===== config.mk =====
export PLATFORM = sky130hd
export DESIGN_NAME = ecae_ctrl
export DESIGN_NICKNAME = d
export VERILOG_FILES = /design/src/ecae_pkg.sv /design/src/ecae_ctrl.sv
export SDC_FILE = /design/constraint.sdc
export NUM_CORES = 1
export LEC_CHECK = 0
export BUFFER_PORTS_ARGS = -buffer_cell sky130_fd_sc_hd__buf_2
export CAP_MARGIN = 20
export CELL_PAD_IN_SITES_DETAIL_PLACEMENT = 1
export CELL_PAD_IN_SITES_GLOBAL_PLACEMENT = 2
export CORE_MARGIN = 5
export CORE_UTILIZATION = 20
export CTS_BUF_LIST = sky130_fd_sc_hd__clkbuf_8
export DETAILED_ROUTE_END_ITERATION = 10
export PLACE_DENSITY = 0.75
export SLEW_MARGIN = 10
export SYNTH_ARGS = -nofsm -noshare
export SYNTH_HDL_FRONTEND = slang
export SYNTH_SLANG_ARGS = --single-unit

===== constraint.sdc =====
create_clock -name clk_i -period 1.4 [get_ports clk_i]
set_clock_uncertainty 0.15 [all_clocks]
set_input_delay 0.07 -clock clk_i [delete_from_list [all_inputs] [get_ports clk_i]]
set_output_delay 0.07 -clock clk_i [all_outputs]
set_load 0.05 [all_outputs]

===== src/ecae_pkg.sv =====
`default_nettype none
package ecae_pkg;

  localparam int unsigned DefTableSize = 64;
  localparam int unsigned KeyW         = 64;
  localparam int unsigned TagW         = 32;
  localparam int unsigned ChanW        = 8;
  localparam int unsigned TefW         = 32;
  localparam int unsigned IdxW         = 7;
  localparam int unsigned LinkIdxW     = 6;
  localparam int unsigned LinkW        = LinkIdxW + 1;

  // request codes
  typedef enum logic [1:0] {
    REQ_SEARCH_WR = 2'd0,
    REQ_WALK_WR   = 2'd1,
    REQ_FLIP      = 2'd2,
    REQ_EVENT     = 2'd3
  } req_e;

  // controller to datapath
  typedef struct packed {
    logic wr_search;
    logic wr_walk;
    logic flip;
    logic start;
    logic scan_rd;
    logic head_chk;
    logic walk_rd;
    logic load_out;
  } cmd_t;

  // datapath to controller
  typedef struct packed {
    logic scan_last;
    logic head_ok;
    logic last;
  } sts_t;

endpackage
`default_nettype wire


===== src/ecae_ctrl.sv =====
`default_nettype none
module ecae_ctrl (
  input  wire logic              clk_i,
  input  wire logic              rst_ni,
  input  wire logic              req_valid_i,
  input  wire logic [1:0]        req_type_i,
  output logic                   req_ready_o,
  input  wire logic              act_ready_i,
  output logic                   act_valid_o,
  input  wire ecae_pkg::sts_t    sts_i,
  output ecae_pkg::cmd_t         cmd_o
);
  typedef enum logic [2:0] {
    ST_IDLE, ST_SCAN, ST_SCAN_END, ST_HEAD, ST_WALK_RD, ST_WALK_DATA, ST_OUT
  } state_e;

  state_e state_q;
  logic   out_valid_q;
  logic   accept;

  assign req_ready_o = (state_q == ST_IDLE);
  assign act_valid_o = out_valid_q;
  assign accept      = req_valid_i & req_ready_o;

  always_comb begin
    cmd_o = '0;
    unique case (state_q)
      ST_IDLE: begin
        if (accept) begin
          unique case (req_type_i)
            ecae_pkg::REQ_SEARCH_WR: cmd_o.wr_search = 1'b1;
            ecae_pkg::REQ_WALK_WR:   cmd_o.wr_walk   = 1'b1;
            ecae_pkg::REQ_FLIP:      cmd_o.flip      = 1'b1;
            default:                 cmd_o.start     = 1'b1;
          endcase
        end
      end
      ST_SCAN:      cmd_o.scan_rd  = 1'b1;
      ST_HEAD:      cmd_o.head_chk = 1'b1;
      ST_WALK_RD:   cmd_o.walk_rd  = 1'b1;
      ST_WALK_DATA: cmd_o.load_out = 1'b1;
      default: ;
    endcase
  end

  always_ff @(posedge clk_i or negedge rst_ni) begin
    if (!rst_ni) begin
      state_q     <= ST_IDLE;
      out_valid_q <= 1'b0;
    end else begin
      unique case (state_q)
        ST_IDLE: begin
          if (accept && req_type_i == ecae_pkg::REQ_EVENT) state_q <= ST_SCAN;
        end
        ST_SCAN: begin
          if (sts_i.scan_last) state_q <= ST_SCAN_END;
        end
        ST_SCAN_END: state_q <= ST_HEAD;
        ST_HEAD:     state_q <= sts_i.head_ok ? ST_WALK_RD : ST_IDLE;
        ST_WALK_RD:  state_q <= ST_WALK_DATA;
        ST_WALK_DATA: begin
          state_q     <= ST_OUT;
          out_valid_q <= 1'b1;
        end
        ST_OUT: begin
          if (act_ready_i) begin
            out_valid_q <= 1'b0;
            state_q     <= sts_i.last ? ST_IDLE : ST_WALK_RD;
          end
        end
        default: state_q <= ST_IDLE;
      endcase
    end
  end
endmodule
`default_nettype wire


======== Word level (Yosys, flattened, before mapping) ========
Cells that the tools add are included.
word-level totals
  bits in registers ....................... 4
  input bits .............................. 9
  output and inout port bits .............. 10
operators by class
  equality and inequality tests ........... 12
  multiplexer cells ....................... 18
  bitwise logic cells ..................... 1
  reductions and logical operators ........ 7
operators with widths
  operator            number
  $pmux 3 s7          1
  $mux 3              5
  $eq 3x3->1 const B  3
  $mux 1              9
  $mux 4              2
  $eq 3x2->1 const B  2
  $eq 2x2->1 const B  2
  $ne 2x2->1 const B  2
  $eq 3x1->1 const B  1
  $logic_not 3->1     1
  $reduce_and 3->1    1
  $reduce_or 3->1     1
  $eq 2x1->1 const B  1
  $logic_not 2->1     1
  $ne 2x1->1 const B  1
  $pmux 1 s2          1
  $reduce_and 2->1    1
  $reduce_bool 2->1   1
  $and 1x1->1         1
  $logic_and 1x1->1   1

======== Depth between registers and ports, before layout ========
  word-level depth ........................ 5
  mapped depth ............................ 3

======== Least setup slack after synthesis ========
Ideal clock, no wire load.
  path kind ............................... reg-to-output
  from .................................... register state_q[0]
  to ...................................... output port cmd_o[4] (netlist name)
  arrival time ............................ 2.119 ns
  data required time ...................... 1.180 ns
  path slack .............................. -0.939 ns
  cell stages (with the launch flop) ...... 3
  path buffers ............................ 1
  path through ............................ dfrtp_1 -> clkbuf_1 -> nor4_1
RTL lines
  what                    line             text
  from (decl)             ecae_ctrl.sv:17  state_e state_q;
  from (signal assigned)  ecae_ctrl.sv:59  ST_HEAD: state_q <= sts_i.head_ok ? ST_WALK_RD : ST_IDLE;
  from (signal assigned)  ecae_ctrl.sv:68  state_q <= sts_i.last ? ST_IDLE : ST_WALK_RD;
  to (decl)               ecae_ctrl.sv:11  output ecae_pkg::cmd_t cmd_o

==> impl_metrics.env <==
export IMPL_finalCritPeriodShare_pct=128
export IMPL_overflow=0
export IMPL_p_per_area_nw_per_um2=2300
export IMPL_vias=367
export IMPL_die_area_um2=2380
export IMPL_layout_nets=72
export IMPL_clk_pin_slew_ns=0.03
export IMPL_n_antenna_cell=0
export IMPL_synth_top_cell_area_share_pct=33.3
export IMPL_cts_max_level=1
export IMPL_dp_hpwl_um=745
export IMPL_crit_slowest_cell="or4b_4"
export IMPL_first_pass_iters=4
export IMPL_drv_cap=0
export IMPL_totalWireLength_um=1030
export IMPL_dp_slack_ns=-0.254
export IMPL_yosys_area_share_simple_pct=44.6
export IMPL_ys_warn_count=0
export IMPL_p_sw_uw=709
export IMPL_synthMuxAreaShare_pct=0
export IMPL_tritoncts="done"
export IMPL_pwr_share_seq_pct=12.5
export IMPL_synth_top_cell_by_area="dfrtp_1"
export IMPL_max_vdd_ir_drop_uv=892
export IMPL_period_needed_ns=1.79
export IMPL_clkSinkCount=4
export IMPL_hold_path_class="in2reg"
export IMPL_syn_to_final_growth_pct=127
export IMPL_syn_area_per_cell_um2=9.38
export IMPL_antenna_found_initial=0
export IMPL_start_util_pct=20.4
export IMPL_run_status="finished with violations"
export IMPL_finalSetupViolCount=10
export IMPL_post_route_cells_drive_above_1_share_pct=65.6
export IMPL_grt_max_degree=15
export IMPL_syn_num_nets=41
export IMPL_synth_fa_ha_area_share_pct=0
export IMPL_p_int_uw=862
export IMPL_cpPeakStageDelay_ns=0.60
export IMPL_remaining_drc_errors=0
export IMPL_synth_area_leaders="dfrtp_1, nor3b_2, a21bo_2, and3b_1, nor3_1"
export IMPL_fin_area_um2=683
export IMPL_max_freq_mhz=559
export IMPL_syn_area_um2=300
export IMPL_synth_compound_area_share_pct=17.9
export IMPL_rows=14
export IMPL_vias_per_cell=4.77
export IMPL_synthXorXnorAreaFrac_pct=0
export IMPL_crit_fanout=3
export IMPL_worst_ep_arrival_time_ns=1.57
export IMPL_coreArea_um2=1470
export IMPL_wl_per_cell_um=13.4
export IMPL_hold_viol=0
export IMPL_synth_top_family_by_area="simple AND/OR/NAND/NOR gates"
export IMPL_switching_share_pct=45.1
export IMPL_numCtsBuffers=3
export IMPL_layout_setup_ws_ns=-0.390
export IMPL_critPathCaptureType="output pin"
export IMPL_total_power_mw=1.57
export IMPL_place_congestion=0.648
export IMPL_crit_required_ns=1.18
export IMPL_power_frac_comb_pct=72.5
export IMPL_ys_flop_type="dfrtp_1"
export IMPL_post_dp_cell_area_um2=493
export IMPL_path_delay_family="simple AND/OR/NAND/NOR gates"
export IMPL_clock_path_buffers=2
export IMPL_path_cells="or4b_4, nor3b_4, buf_6"
export IMPL_drt_initial_drc_count=1
export IMPL_cts_root_buffer="clkbuf_8"
export IMPL_path_class="reg2out"
export IMPL_dp_cells=66
export IMPL_clk_latency_ns=0.21
export IMPL_port_buffers=18
export IMPL_fin_util_pct=46.4
export IMPL_clockPowerShare_pct=15.1
export IMPL_cp_start_kind="register"
export IMPL_slew_headroom_pct=83.5
export IMPL_tightestPinTransition_ns=0.249
export IMPL_ys_async_sr_fraction_pct=100
export IMPL_grt_pass1_vias=391
export IMPL_synth_seq_area_share_pct=33.3
export IMPL_design_portCount=19
export IMPL_crit_buf_inv=1
export IMPL_synth_distinct_cells=21
export IMPL_grt_usage_pct=9.52
export IMPL_ys_ff_latch=4
export IMPL_ant_nets=0
export IMPL_total_leakage_power_nw=0.305
export IMPL_dieHeight_um=48.8
export IMPL_violations="negative setup slack"
export IMPL_maxSlewViolCount=0
export IMPL_netlist_instances=32
export IMPL_grt_first_pass_wirelength_um=1740
export IMPL_synth_edff_count=0
export IMPL_instances_no_fill=77
export IMPL_rsz0062_at_grt="yes"
export IMPL_die_width_um=48.8
-- cell usage in the layout (no fill, tap or decap) --
cell type / count
nor2_1: 1
nor3_4: 2
nor4_4: 1
buf_2: 9
dfrtp_1: 4
or4b_4: 1
nand4b_1: 1
a21bo_2: 2
a211o_1: 1
and2_1: 1
and3b_2: 1
nand2b_1: 1
and3b_1: 1
o22ai_1: 1
nor3_1: 1
buf_12: 1
dlygate4sd3_1: 3
buf_6: 10
buf_4: 5
clkbuf_8: 3
a21oi_1: 1
nor3b_4: 4
buf_8: 1
a2bb2oi_1: 1
nand3_1: 2
o21ai_1: 1
and3_1: 1
-- state kept, by name, indices dropped and copies added, names as in the netlist --
| name | cells |
|---|---|
| act_valid_o | 1 |
| state_q | 3 |
-- timing repair --
item,in CTS,in global routing
setup buffers,0,5
resized for setup,20,6
hold buffers,3,0
hold endpoints to repair,6,0
endpoints found under the setup margin,9,9
pin swaps,1,3
-- final cells by class --
cell class	count	area (um^2)
fill	176	788
multi-input combinational	25	262
timing repair buffer	29	260
sequential	4	100
clock buffer	3	41.3
tap	16	20.0
-- power groups by stage --
stage	clock network, mW	registers, mW	logic, mW
after global placement	0	0.185	0.880
after floorplan	0	0.219	0.686
final	0.236	0.196	1.14
after CTS	0.243	0.197	1.01
after detailed placement	0	0.193	0.889
after global routing	0.255	0.202	1.21
-- cell usage after synthesis, types with 2 or more instances --
library cell	n
clkbuf_1	2
and3b_1	2
nor3b_2	2
nor3b_1	2
nor3_1	3
dfrtp_1	4
a21bo_2	2
nand3_1	2
-- per-stage QoR --
step,setup TNS (ns),hold slack [ns]
finish,-1.56,0.0258
CTS,-1.29,0.0409
global placement,-0.579,-0.274
global route,-2.11,0.0377
floorplan,-0.933,-0.376
detailed placement,-0.690,-0.270
-- per-layer routing --
metal / GRT usage, % / wire length [um]
met5: 0 / 0
met4: 6.73 / 0
met3: 4.29 / 67
met2: 15.4 / 582
met1: 9.53 / 378
-- cells by family after synthesis --
logic type	after synthesis
buffers and inverters	3
DFF	4
and+or+nand+nor	18
AOI/OAI and AO/OA	7
-- worst reg2reg max path, delay by kind of cell (launching register included) --
kind	cells	cell delay [ns]
compound gates	1	0.22
buf+inv	3	0.37
flops	1	0.34
simple gates	1	0.23
-- path summary, 6_finish.rpt --
kind	cells past startpoint	startpoint	to	slack, ns
max	3	state_q[1]$_DFFE_PN0P_	cmd_o[6]	-0.39
min	3	sts_i[0]	state_q[2]$_DFFE_PN0P_	0.03
max reg2reg	5	state_q[1]$_DFFE_PN0P_	act_valid_o$_DFFE_PN0P_	-0.04
min reg2reg	1	act_valid_o$_DFFE_PN0P_	act_valid_o$_DFFE_PN0P_	0.35
max in group asynchronous	2	rst_ni	act_valid_o$_DFFE_PN0P_	0.93
min in group asynchronous	2	rst_ni	state_q[0]$_DFFE_PN0P_	0.05
No activity file was read; power rests on OpenSTA's default activity.
